===== src/rtl/kpe_pkg.sv =====
// ----------------------------------------------------------------------------
// kpe_pkg
// Shared types, key ids, codes and the routing table of the keypad scanner.
// ----------------------------------------------------------------------------
`default_nettype none
package kpe_pkg;

   localparam int NUM_LANES = 21;   // 20 matrix positions plus the volume key
   localparam int NUM_KEYS  = 20;

   localparam logic [4:0] ID_ZIN   = 5'd4;
   localparam logic [4:0] ID_ZOUT  = 5'd9;
   localparam logic [4:0] ID_CD    = 5'd11;
   localparam logic [4:0] ID_AMFM  = 5'd16;
   localparam logic [4:0] ID_GAP   = 5'd18;
   localparam logic [4:0] ID_VOL   = 5'd20;
   localparam logic [4:0] ID_CHORD = 5'd21;

   localparam logic [15:0] CHORD_WINDOW = 16'd500;

   // key phase codes
   localparam logic [1:0] PH_REL = 2'd0;
   localparam logic [1:0] PH_PRS = 2'd1;
   localparam logic [1:0] PH_HLD = 2'd2;

   // event result codes
   localparam logic [1:0] RES_PRESSED  = 2'd0;
   localparam logic [1:0] RES_RELEASED = 2'd1;
   localparam logic [1:0] RES_HELD     = 2'd2;

   // register indexes
   localparam logic [2:0] REG_DFLT_ADDR   = 3'd0;
   localparam logic [2:0] REG_AUDIO_ADDR  = 3'd1;
   localparam logic [2:0] REG_SRC_ADDR    = 3'd2;
   localparam logic [2:0] REG_COMPUTER_ID = 3'd3;
   localparam logic [2:0] REG_RADIO_ID    = 3'd4;
   localparam logic [2:0] REG_COMPUTER_UP = 3'd5;
   localparam logic [2:0] REG_RADIO_UP    = 3'd6;
   localparam logic [2:0] REG_HOLD_MS     = 3'd7;

   typedef enum logic [1:0] {
      ROUTE_ALL    = 2'd0,
      ROUTE_AUDIO  = 2'd1,
      ROUTE_SOURCE = 2'd2
   } route_type;

   typedef struct packed {
      logic [7:0] dflt_addr;
      logic [7:0] audio_addr;
      logic [7:0] src_addr;
      logic [7:0] computer_id;
      logic [7:0] radio_id;
      logic       computer_up;
      logic       radio_up;
   } cfg_type;

   // events found by the lanes for one scan
   typedef struct packed {
      logic [NUM_LANES-1:0] press_pend;
      logic [NUM_LANES-1:0] press_rel;
      logic [NUM_LANES-1:0] hold_pend;
      logic                 chord_en;
      logic                 chord_at_amfm;
   } scan_events_type;

   // routing class of a key id
   function automatic route_type route_of(input logic [4:0] id);
      route_type r;
      r = ROUTE_ALL;
      unique case (id)
         5'd1, 5'd2, 5'd3, 5'd7, 5'd8, 5'd12, 5'd13, 5'd14, 5'd17, 5'd19:
            r = ROUTE_SOURCE;
         5'd11, 5'd16, 5'd20, 5'd21:
            r = ROUTE_AUDIO;
         default:
            r = ROUTE_ALL;
      endcase
      return r;
   endfunction

endpackage
`default_nettype wire


===== src/rtl/kpe_if.sv =====
// ----------------------------------------------------------------------------
// kpe_req_if / kpe_rsp_if
// Valid/ready channels for scan requests and event results.
// ----------------------------------------------------------------------------
`default_nettype none
interface kpe_req_if;
   logic        valid;
   logic        ready;
   logic [19:0] key_bits;
   logic        vol_down;
   logic        vol_present;
   logic [15:0] elapsed_ms;

   modport source (output valid, key_bits, vol_down, vol_present, elapsed_ms,
                   input ready);
   modport sink   (input valid, key_bits, vol_down, vol_present, elapsed_ms,
                   output ready);
endinterface

interface kpe_rsp_if;
   logic       valid;
   logic       ready;
   logic       kind;
   logic [4:0] key_id;
   logic [1:0] event_res;
   logic       zoom_in;
   logic [7:0] dest;
   logic       ack;
   logic       last;

   modport source (output valid, kind, key_id, event_res, zoom_in, dest, ack, last,
                   input ready);
   modport sink   (input valid, kind, key_id, event_res, zoom_in, dest, ack, last,
                    output ready);
endinterface
`default_nettype wire


===== src/rtl/kpe_lane.sv =====
// ----------------------------------------------------------------------------
// kpe_lane
// One key lane: timer advance with saturation, press/release decision and
// hold qualification on the post-press state.
// ----------------------------------------------------------------------------
`default_nettype none
module kpe_lane
   import kpe_pkg::*;
#(
   parameter int TIMER_BITS = 16
) (
   input  wire logic                  down,
   input  wire logic                  scan_en,
   input  wire logic                  is_zoom,
   input  wire logic                  latch_on,
   input  wire logic [1:0]            phase_cur,
   input  wire logic [TIMER_BITS-1:0] age_cur,
   input  wire logic [15:0]           elapsed_ms,
   input  wire logic [15:0]           hold_ms,
   output logic      [1:0]            phase_post,
   output logic      [TIMER_BITS-1:0] age_post,
   output logic                       ev,
   output logic                       ev_rel,
   output logic                       latch_clr,
   output logic                       hold_ok
);
   localparam int CW = (TIMER_BITS > 16) ? TIMER_BITS : 16;
   localparam int SW = CW + 1;

   logic [SW-1:0]         sum;
   logic [TIMER_BITS-1:0] age_sat;

   // advance the timer, saturate at all ones
   always_comb begin
      sum = SW'(age_cur) + SW'(elapsed_ms);
      if (sum[SW-1:TIMER_BITS] != '0) begin
         age_sat = '1;
      end else begin
         age_sat = sum[TIMER_BITS-1:0];
      end
   end

   // press pass decision
   always_comb begin
      phase_post = phase_cur;
      age_post   = age_sat;
      ev         = 1'b0;
      ev_rel     = 1'b0;
      latch_clr  = 1'b0;
      if (scan_en) begin
         if (is_zoom) begin
            if (down && phase_cur == PH_REL) begin
               ev         = 1'b1;
               phase_post = PH_PRS;
            end else if (!down && phase_cur != PH_REL) begin
               phase_post = PH_REL;
            end
         end else if (latch_on) begin
            if (!down) begin
               latch_clr  = 1'b1;
               phase_post = PH_REL;
            end
         end else if (down && phase_cur == PH_REL) begin
            age_post   = '0;
            phase_post = PH_PRS;
            ev         = 1'b1;
         end else if (!down && phase_cur != PH_REL) begin
            phase_post = PH_REL;
            ev         = 1'b1;
            ev_rel     = 1'b1;
         end
      end
   end

   // hold qualification
   assign hold_ok = !is_zoom && (phase_post == PH_PRS) &&
                    (CW'(age_post) >= CW'(hold_ms));

endmodule
`default_nettype wire


===== src/rtl/kpe_merge.sv =====
// ----------------------------------------------------------------------------
// kpe_merge
// Merge the lane results into one ordered event stream: press events by id,
// then hold events by id, the chord taking the place of its hold slot.
// ----------------------------------------------------------------------------
`default_nettype none
module kpe_merge
   import kpe_pkg::*;
(
   input  wire logic            clock,
   input  wire logic            reset,
   input  wire logic            load,
   input  wire scan_events_type load_events,
   input  wire cfg_type         cfg,
   output logic                 idle,
   kpe_rsp_if.source            rsp
);
   localparam int NP = 2 * NUM_LANES;

   logic [NP-1:0]        pend_ff, pend_in;
   logic [NUM_LANES-1:0] rel_ff;
   logic                 chord_en_ff;
   logic                 chord_amfm_ff;
   logic                 half_ff, half_in;

   logic       valid_ff, valid_in;
   logic       kind_ff, kind_in;
   logic [4:0] id_ff, id_in;
   logic [1:0] res_ff, res_in;
   logic       zin_ff, zin_in;
   logic [7:0] dest_ff, dest_in;
   logic       ack_ff, ack_in;
   logic       last_ff, last_in;

   logic [5:0]    pick;
   logic          found;
   logic [NP-1:0] pick_hot;
   logic          is_hold;
   logic [4:0]    lane;
   logic          chord_slot;
   logic          out_free;
   logic          emit;
   logic          clear_bit;
   logic [NP-1:0] rest;

   // lowest pending slot first
   always_comb begin
      pick  = '0;
      found = 1'b0;
      for (int i = NP - 1; i >= 0; i--) begin
         if (pend_ff[i]) begin
            pick  = 6'(i);
            found = 1'b1;
         end
      end
      for (int i = 0; i < NP; i++) begin
         pick_hot[i] = found && (pick == 6'(i));
      end
   end

   assign is_hold    = (pick >= 6'(NUM_LANES));
   assign lane       = is_hold ? 5'(pick - 6'(NUM_LANES)) : pick[4:0];
   assign chord_slot = chord_en_ff && is_hold &&
                       (lane == (chord_amfm_ff ? ID_AMFM : ID_CD));
   assign out_free   = !valid_ff || rsp.ready;
   assign emit       = found && out_free;
   assign clear_bit  = !chord_slot || half_ff;
   assign rest       = pend_ff & ~pick_hot;
   assign idle       = !found;

   // build the next event
   always_comb begin
      route_type rt;
      kind_in = 1'b0;
      id_in   = lane;
      res_in  = RES_PRESSED;
      zin_in  = 1'b0;
      if (chord_slot) begin
         id_in  = ID_CHORD;
         res_in = half_ff ? RES_RELEASED : RES_PRESSED;
      end else if (is_hold) begin
         res_in = RES_HELD;
      end else if (lane == ID_ZIN || lane == ID_ZOUT) begin
         kind_in = 1'b1;
         zin_in  = (lane == ID_ZIN);
      end else begin
         res_in = rel_ff[lane] ? RES_RELEASED : RES_PRESSED;
      end
      rt = route_of(id_in);
      unique case (rt)
         ROUTE_AUDIO:  dest_in = cfg.audio_addr;
         ROUTE_SOURCE: dest_in = cfg.src_addr;
         default:      dest_in = cfg.dflt_addr;
      endcase
      if (dest_in == cfg.computer_id && !cfg.computer_up) begin
         ack_in = 1'b0;
      end else if (dest_in == cfg.radio_id && !cfg.radio_up) begin
         ack_in = 1'b0;
      end else begin
         ack_in = 1'b1;
      end
      last_in = clear_bit && (rest == '0);
   end

   // pending slots and chord half
   always_comb begin
      pend_in = pend_ff;
      half_in = half_ff;
      if (load) begin
         pend_in = {load_events.hold_pend, load_events.press_pend};
         half_in = 1'b0;
      end else if (emit) begin
         if (clear_bit) begin
            pend_in = rest;
            half_in = 1'b0;
         end else begin
            half_in = 1'b1;
         end
      end
      valid_in = emit ? 1'b1 : (out_free ? 1'b0 : valid_ff);
   end

   always_ff @(posedge clock) begin
      if (reset) begin
         pend_ff  <= '0;
         half_ff  <= 1'b0;
         valid_ff <= 1'b0;
      end else begin
         pend_ff  <= pend_in;
         half_ff  <= half_in;
         valid_ff <= valid_in;
      end
   end

   // hold scan info and the output payload
   always_ff @(posedge clock) begin
      if (load) begin
         rel_ff        <= load_events.press_rel;
         chord_en_ff   <= load_events.chord_en;
         chord_amfm_ff <= load_events.chord_at_amfm;
      end
      if (emit) begin
         kind_ff <= kind_in;
         id_ff   <= id_in;
         res_ff  <= res_in;
         zin_ff  <= zin_in;
         dest_ff <= dest_in;
         ack_ff  <= ack_in;
         last_ff <= last_in;
      end
   end

   assign rsp.valid     = valid_ff;
   assign rsp.kind      = kind_ff;
   assign rsp.key_id    = id_ff;
   assign rsp.event_res = res_ff;
   assign rsp.zoom_in   = zin_ff;
   assign rsp.dest      = dest_ff;
   assign rsp.ack       = ack_ff;
   assign rsp.last      = last_ff;

   a_load_when_idle: assert property (@(posedge clock) disable iff (reset)
      load |-> idle)
      else $error("scan loaded while events pending");

   a_half_pending: assert property (@(posedge clock) disable iff (reset)
      half_ff |-> (pend_ff != '0))
      else $error("chord half set with nothing pending");

   a_last_drains: assert property (@(posedge clock) disable iff (reset)
      (emit && last_in) |=> (pend_ff == '0))
      else $error("last event emitted but slots remain");

endmodule
`default_nettype wire


===== src/rtl/keypad_press_hold_event_scanner_top.sv =====
// An accepted scan loads the merger's pending slots, and each event then leaves
// through the merger's output register. The serial merger emits one event per
// cycle while the receiver is ready, and at most 38 events for one scan.
// A new scan is taken once the merger has no pending slots left.
// Reset (synchronous, active high): all keys released, timers and latches zero,
// registers zero except hold_ms = 1000.
// ----------------------------------------------------------------------------
// keypad_press_hold_event_scanner_top
// Key matrix press/release/hold event scanner with per-key lanes.
// ----------------------------------------------------------------------------
`default_nettype none
module keypad_press_hold_event_scanner_top
   import kpe_pkg::*;
#(
   parameter int TIMER_BITS = 16
) (
   input  wire logic        clock,
   input  wire logic        reset,
   input  wire logic        csr_write,
   input  wire logic [2:0]  csr_index,
   input  wire logic [15:0] csr_wdata,
   kpe_req_if.sink          req_chan,
   kpe_rsp_if.source        rsp_chan
);
   localparam int CW = (TIMER_BITS > 16) ? TIMER_BITS : 16;

   cfg_type     cfg_ff;
   logic [15:0] hold_ff;

   logic [1:0]            phase_ff [NUM_LANES];
   logic [1:0]            phase_in [NUM_LANES];
   logic [TIMER_BITS-1:0] age_ff   [NUM_LANES];
   logic [TIMER_BITS-1:0] age_post [NUM_LANES];
   logic [1:0]            phase_post [NUM_LANES];
   logic                  amfm_latch_ff, amfm_latch_in;
   logic                  cd_latch_ff, cd_latch_in;

   logic [NUM_LANES-1:0] ev, ev_rel, latch_clr, hold_ok;
   logic [NUM_LANES-1:0] hold_eff;
   logic                 accept;
   logic                 idle;
   logic [TIMER_BITS-1:0] diff;
   logic                 chord;
   scan_events_type      events;

   assign req_chan.ready = idle;
   assign accept         = req_chan.valid && idle;

   // configuration registers
   always_ff @(posedge clock) begin
      if (reset) begin
         cfg_ff  <= '0;
         hold_ff <= 16'd1000;
      end else if (csr_write) begin
         unique case (csr_index)
            REG_DFLT_ADDR:   cfg_ff.dflt_addr   <= csr_wdata[7:0];
            REG_AUDIO_ADDR:  cfg_ff.audio_addr  <= csr_wdata[7:0];
            REG_SRC_ADDR:    cfg_ff.src_addr    <= csr_wdata[7:0];
            REG_COMPUTER_ID: cfg_ff.computer_id <= csr_wdata[7:0];
            REG_RADIO_ID:    cfg_ff.radio_id    <= csr_wdata[7:0];
            REG_COMPUTER_UP: cfg_ff.computer_up <= csr_wdata[0];
            REG_RADIO_UP:    cfg_ff.radio_up    <= csr_wdata[0];
            REG_HOLD_MS:     hold_ff            <= csr_wdata;
            default:         hold_ff            <= hold_ff;
         endcase
      end
   end

   // key lanes, volume in the last lane
   for (genvar k = 0; k < NUM_LANES; k++) begin : g_lane
      localparam bit IS_VOL  = (k == NUM_KEYS);
      localparam bit IS_ZOOM = (k == int'(ID_ZIN)) || (k == int'(ID_ZOUT));
      localparam bit IS_GAP  = (k == int'(ID_GAP));
      logic down, scan_en, latch_on;
      if (IS_VOL) begin : g_vol
         assign down    = req_chan.vol_down;
         assign scan_en = req_chan.vol_present;
      end else begin : g_key
         assign down    = req_chan.key_bits[k];
         assign scan_en = !IS_GAP;
      end
      if (k == int'(ID_AMFM)) begin : g_amfm
         assign latch_on = amfm_latch_ff;
      end else if (k == int'(ID_CD)) begin : g_cd
         assign latch_on = cd_latch_ff;
      end else begin : g_nolatch
         assign latch_on = 1'b0;
      end
      kpe_lane #(.TIMER_BITS(TIMER_BITS)) u_lane (
         .down       (down),
         .scan_en    (scan_en),
         .is_zoom    (IS_ZOOM),
         .latch_on   (latch_on),
         .phase_cur  (phase_ff[k]),
         .age_cur    (age_ff[k]),
         .elapsed_ms (req_chan.elapsed_ms),
         .hold_ms    (hold_ff),
         .phase_post (phase_post[k]),
         .age_post   (age_post[k]),
         .ev         (ev[k]),
         .ev_rel     (ev_rel[k]),
         .latch_clr  (latch_clr[k]),
         .hold_ok    (hold_ok[k])
      );
   end

   // chord check between AM/FM and CD
   always_comb begin
      if (age_post[ID_AMFM] > age_post[ID_CD]) begin
         diff = age_post[ID_AMFM] - age_post[ID_CD];
      end else begin
         diff = age_post[ID_CD] - age_post[ID_AMFM];
      end
      chord = (phase_post[ID_AMFM] == PH_PRS) && (phase_post[ID_CD] == PH_PRS) &&
              (CW'(diff) <= CW'(CHORD_WINDOW)) && (hold_ok[ID_CD] || hold_ok[ID_AMFM]);
   end

   // merge lane findings into events and next state
   always_comb begin
      hold_eff         = hold_ok;
      hold_eff[ID_GAP] = 1'b0;
      if (chord) begin
         hold_eff[ID_CD]   = 1'b0;
         hold_eff[ID_AMFM] = 1'b0;
      end
      events.press_pend    = ev;
      events.press_rel     = ev_rel;
      events.hold_pend     = hold_eff;
      events.chord_en      = chord;
      events.chord_at_amfm = !hold_ok[ID_CD];
      if (chord) begin
         if (hold_ok[ID_CD]) begin
            events.hold_pend[ID_CD] = 1'b1;
         end else begin
            events.hold_pend[ID_AMFM] = 1'b1;
         end
      end
      for (int k = 0; k < NUM_LANES; k++) begin
         phase_in[k] = hold_eff[k] ? PH_HLD : phase_post[k];
      end
      if (chord) begin
         phase_in[ID_CD]   = PH_HLD;
         phase_in[ID_AMFM] = PH_HLD;
      end
      amfm_latch_in = chord || (amfm_latch_ff && !latch_clr[ID_AMFM]);
      cd_latch_in   = chord || (cd_latch_ff && !latch_clr[ID_CD]);
   end

   // key state
   always_ff @(posedge clock) begin
      if (reset) begin
         for (int k = 0; k < NUM_LANES; k++) begin
            phase_ff[k] <= PH_REL;
            age_ff[k]   <= '0;
         end
         amfm_latch_ff <= 1'b0;
         cd_latch_ff   <= 1'b0;
      end else if (accept) begin
         for (int k = 0; k < NUM_LANES; k++) begin
            phase_ff[k] <= phase_in[k];
            age_ff[k]   <= age_post[k];
         end
         amfm_latch_ff <= amfm_latch_in;
         cd_latch_ff   <= cd_latch_in;
      end
   end

   kpe_merge u_merge (
      .clock       (clock),
      .reset       (reset),
      .load        (accept),
      .load_events (events),
      .cfg         (cfg_ff),
      .idle        (idle),
      .rsp         (rsp_chan)
   );

   a_latches_together: assert property (@(posedge clock) disable iff (reset)
      (accept && chord) |=> (amfm_latch_ff && cd_latch_ff))
      else $error("chord did not set both latches");

   a_chord_phases: assert property (@(posedge clock) disable iff (reset)
      (accept && chord) |=> (phase_ff[ID_AMFM] == PH_HLD && phase_ff[ID_CD] == PH_HLD))
      else $error("chord keys not held");

   a_gap_quiet: assert property (@(posedge clock) disable iff (reset)
      accept |-> (!ev[ID_GAP] && !hold_eff[ID_GAP]))
      else $error("absent position produced an event");

endmodule
`default_nettype wire


===== src/flat_wrapper.sv =====
// flat-port wrapper written by rule: the top's interface ports become plain ports
module keypad_press_hold_event_scanner_top_flat import kpe_pkg::*;
#(
   parameter int TIMER_BITS = 16
)
  (clock, reset, csr_write, csr_index, csr_wdata, req_chan_valid, req_chan_key_bits, req_chan_vol_down, req_chan_vol_present, req_chan_elapsed_ms, req_chan_ready, rsp_chan_valid, rsp_chan_kind, rsp_chan_key_id, rsp_chan_event_res, rsp_chan_zoom_in, rsp_chan_dest, rsp_chan_ack, rsp_chan_last, rsp_chan_ready);
  kpe_req_if req_chan_i ();
  kpe_rsp_if rsp_chan_i ();
  input  wire logic clock;
  input  wire logic reset;
  input  wire logic csr_write;
  input  wire logic [2:0] csr_index;
  input  wire logic [15:0] csr_wdata;
  input wire logic [$bits(req_chan_i.valid)-1:0] req_chan_valid;
  input wire logic [$bits(req_chan_i.key_bits)-1:0] req_chan_key_bits;
  input wire logic [$bits(req_chan_i.vol_down)-1:0] req_chan_vol_down;
  input wire logic [$bits(req_chan_i.vol_present)-1:0] req_chan_vol_present;
  input wire logic [$bits(req_chan_i.elapsed_ms)-1:0] req_chan_elapsed_ms;
  output wire logic [$bits(req_chan_i.ready)-1:0] req_chan_ready;
  output wire logic [$bits(rsp_chan_i.valid)-1:0] rsp_chan_valid;
  output wire logic [$bits(rsp_chan_i.kind)-1:0] rsp_chan_kind;
  output wire logic [$bits(rsp_chan_i.key_id)-1:0] rsp_chan_key_id;
  output wire logic [$bits(rsp_chan_i.event_res)-1:0] rsp_chan_event_res;
  output wire logic [$bits(rsp_chan_i.zoom_in)-1:0] rsp_chan_zoom_in;
  output wire logic [$bits(rsp_chan_i.dest)-1:0] rsp_chan_dest;
  output wire logic [$bits(rsp_chan_i.ack)-1:0] rsp_chan_ack;
  output wire logic [$bits(rsp_chan_i.last)-1:0] rsp_chan_last;
  input wire logic [$bits(rsp_chan_i.ready)-1:0] rsp_chan_ready;
  assign req_chan_i.valid = req_chan_valid;
  assign req_chan_i.key_bits = req_chan_key_bits;
  assign req_chan_i.vol_down = req_chan_vol_down;
  assign req_chan_i.vol_present = req_chan_vol_present;
  assign req_chan_i.elapsed_ms = req_chan_elapsed_ms;
  assign req_chan_ready = req_chan_i.ready;
  assign rsp_chan_valid = rsp_chan_i.valid;
  assign rsp_chan_kind = rsp_chan_i.kind;
  assign rsp_chan_key_id = rsp_chan_i.key_id;
  assign rsp_chan_event_res = rsp_chan_i.event_res;
  assign rsp_chan_zoom_in = rsp_chan_i.zoom_in;
  assign rsp_chan_dest = rsp_chan_i.dest;
  assign rsp_chan_ack = rsp_chan_i.ack;
  assign rsp_chan_last = rsp_chan_i.last;
  assign rsp_chan_i.ready = rsp_chan_ready;
  keypad_press_hold_event_scanner_top #(.TIMER_BITS(TIMER_BITS)) u_core (.clock(clock), .reset(reset), .csr_write(csr_write), .csr_index(csr_index), .csr_wdata(csr_wdata), .req_chan(req_chan_i), .rsp_chan(rsp_chan_i));
endmodule

===== config.mk =====
export PLATFORM = sky130hd
export DESIGN_NAME = keypad_press_hold_event_scanner_top_flat
export DESIGN_NICKNAME = d
export VERILOG_FILES = /design/src/rtl/kpe_pkg.sv /design/src/rtl/kpe_if.sv /design/src/rtl/kpe_lane.sv /design/src/rtl/kpe_merge.sv /design/src/rtl/keypad_press_hold_event_scanner_top.sv /design/src/flat_wrapper.sv
export SDC_FILE = /design/constraint.sdc
export NUM_CORES = 2
export LEC_CHECK = 0
export ABC_AREA = 0
export BUFFER_PORTS_ARGS = -buffer_cell sky130_fd_sc_hd__buf_2
export CAP_MARGIN = 5
export CORE_MARGIN = 4
export CORE_UTILIZATION = 35
export DETAILED_ROUTE_END_ITERATION = 8
export PLACE_DENSITY = 0.53
export SLEW_MARGIN = 10
export SYNTH_ARGS = -nofsm -noshare
export SYNTH_HDL_FRONTEND = slang
export SYNTH_HIERARCHICAL = 1
export SYNTH_SLANG_ARGS = --single-unit

===== constraint.sdc =====
create_clock -name clock -period 11.25 [get_ports clock]
set_clock_uncertainty 0.15 [all_clocks]
set_input_delay 1.6875 -clock clock [delete_from_list [all_inputs] [get_ports clock]]
set_output_delay 1.6875 -clock clock [all_outputs]
set_load 0.02 [all_outputs]

==> metrics.yaml <==
globalplace.congestion: 0.9507
hp-start: "u_core/cfg_ff[34]"
dp_slack_ns: 3.093
cts_tree: "built"
num_rows: 140
use_met1_pct: 31.40
grt_setup_unrepaired: "false"
grt_pass1_wl_microns: 261700
final-setup-viol-count: 0
use_met2_pct: 34.65
hold_buffers: 0
cts_buffer_depth: 3
io_pins: 83
final.setup.tns_ns: 0
cts_sinks: 507
drtIter0Drc: 3456
syn2layout_area_growth_pct: 10.32
start_util_pct: 35.40
arrival_ns: 7.78
place_inst: 7999
finalCritPeriodShare_pct: 66.82
hold_viol_final: 0
grt_start_max_net_pins: 156
cts_root_buffer: "clkbuf_16"
ys_warn_count: 6
cts_resized: 0
synth.avg_cell_area_sq_um: 8.772
crit_path_max_fanout: 16
gr-max-usage-layer: "met2"
syn_area_sq_um: 51830
clock_latency_ns: 0.67
fmax_mhz: 133.0
use_met3_pct: 3.155
drv_cap: 0
clkSlewWorstSetupHoldPaths_ns: 0.06
grt_overflow: 0
ant_nets: 0
fillers: 14890
required_ns: 11.51
cts_setup_buffers: 0
die_y_microns: 392.8
min_period_ns: 7.517
drv_slew: 0
crit_chain: "buf_2 -> buf_4 -> ha_1 -> and3_2 -> a22oi_1 -> a21oi_2 -> nor3b_1 -> o21a_1 -> a41oi_1 -> ha_1 -> and4_1 -> nand4_1 -> a211o_1 -> o211ai_1 -> nand2_1 -> a211o_1 -> nor4_1 -> o2111ai_2 -> and4_1"
core_sq_um: 146400
cts_buffers: 71
vias_per_cell: 5.518
min_path_type: "reg2reg"
status: "complete, no violations"
timing.rr.start: "u_core/u_merge/pend_ff[38]"
drc: 0
min_path_cells: 2
fin_nets: 6978
dp_hpwl_microns: 122800
hold_end: "u_core/cfg_ff[34]"
grt_usage_pct: 22.12
dr.pass1.iters: 5
worstSetupPathType: "in2reg"
fin_ws_ns: 3.733
post-route-util_pct: 39.05
fin_cells: 8133
detail_route.wl_per_cell_microns: 21.48
worstReg2RegEnd: "u_core/u_merge/rsp.ack"
wl_microns: 174700
grt_pass1_vias: 42590
vias: 44880
drive_gt1_share_pct: 9.728
worst_setup_path_end_kind: "flop"
htree_num_levels: 3
ff2ff_path_depth: 20
die_x_microns: 392.8
timing_worst_slew_pin_value_ns: 1.076
start_kind: "primary input"
relSlewSlack_pct: 28.24
rrSetupSlack_ns: 4.33
cp_slowest_stage_delay_ns: 0.63
fp.dieArea_sq_um: 154300
synth_cells: 5909
port_buffers: 82
cpMaxStageDelayCell: "o21a_1"
grt_antenna_before_repair: 15
registers in the layout, indices dropped and copies added (netlist names), 5 cells and up:
register	flops
u_core/age_ff	320
u_core/cfg_ff	42
u_core/hold_ff	16
u_core/phase_ff	42
u_core/u_merge/pend_ff	42
u_core/u_merge/rel_ff	20
u_core/u_merge/rsp.dest	8
u_core/u_merge/rsp.key_id	5
worst max-delay path, delay by kind of cell:
kind | cells | cell delay [ns]
buf+inv | 2 | 0.88
simple gates | 7 | 1.82
fa+ha+maj | 2 | 1.01
compound gates | 8 | 2.32
stage by stage:
| step | hold slack, ns | area [sq um] |
|---|---|---|
| after global routing | 0.3222 | 57170 |
| after detailed placement | 0.2974 | 54950 |
| final | 0.3042 | 57190 |
| after floorplan | 0.2864 | 52890 |
| after CTS | 0.3055 | 57170 |
| after global placement | 0.2914 | 54950 |
cell usage in the layout, fill, tap and decap left out, types with 109 or more instances in the layout:
master / n
xnor2_1: 120
nor2_1: 303
o21ai_0: 225
and2_1: 265
conb_1: 283
edfxtp_1: 403
inv_1: 493
a21oi_2: 177
a21oi_1: 592
nand2_1: 380
a21o_1: 261
xor2_1: 131
ha_1: 741
nand4_1: 109
how the worst max path moves through the flow:
stage	start	endpoint	slack (ns)	depth (start not counted)
floorplan	u_core/u_merge/pend_ff[36]	u_core/age_ff[0][0]	3.77	6
global placement	req_chan_elapsed_ms[5]	u_core/u_merge/pend_ff[37]	3.05	21
detailed placement	req_chan_elapsed_ms[5]	u_core/phase_ff[2][0]	3.09	18
CTS	req_chan_elapsed_ms[5]	u_core/phase_ff[2][0]	3.81	19
global route	req_chan_elapsed_ms[5]	u_core/u_merge/pend_ff[37]	3.46	21
finish	req_chan_elapsed_ms[5]	u_core/phase_ff[2][0]	3.73	19
area by class of cell:
class | instances | area (sq um) | area share, %
Clock inverter | 36 | 294.0 | 0.5142
Multi-Input combinational cell | 4933 | 35610 | 62.26
Timing Repair Buffer | 135 | 838.3 | 1.466
Inverter | 507 | 1904 | 3.330
Tap cell | 1917 | 2399 | 4.194
Clock buffer | 91 | 1924 | 3.365
Sequential cell | 507 | 14200 | 24.84
Antenna cell | 7 | 17.52 | 0.03063
metal layers:
metal  routed length, microns  vias to the layer above
li1                         -                    22050
met1                    83620                    21450
met2                    76030                     1136
met3                     9563                      243
met4                     5422                        6
met5                       46                        -
Power is left out: the tool's default activity adds up to more than one toggle a clock period on the data nets, which glitch-free logic cannot reach.
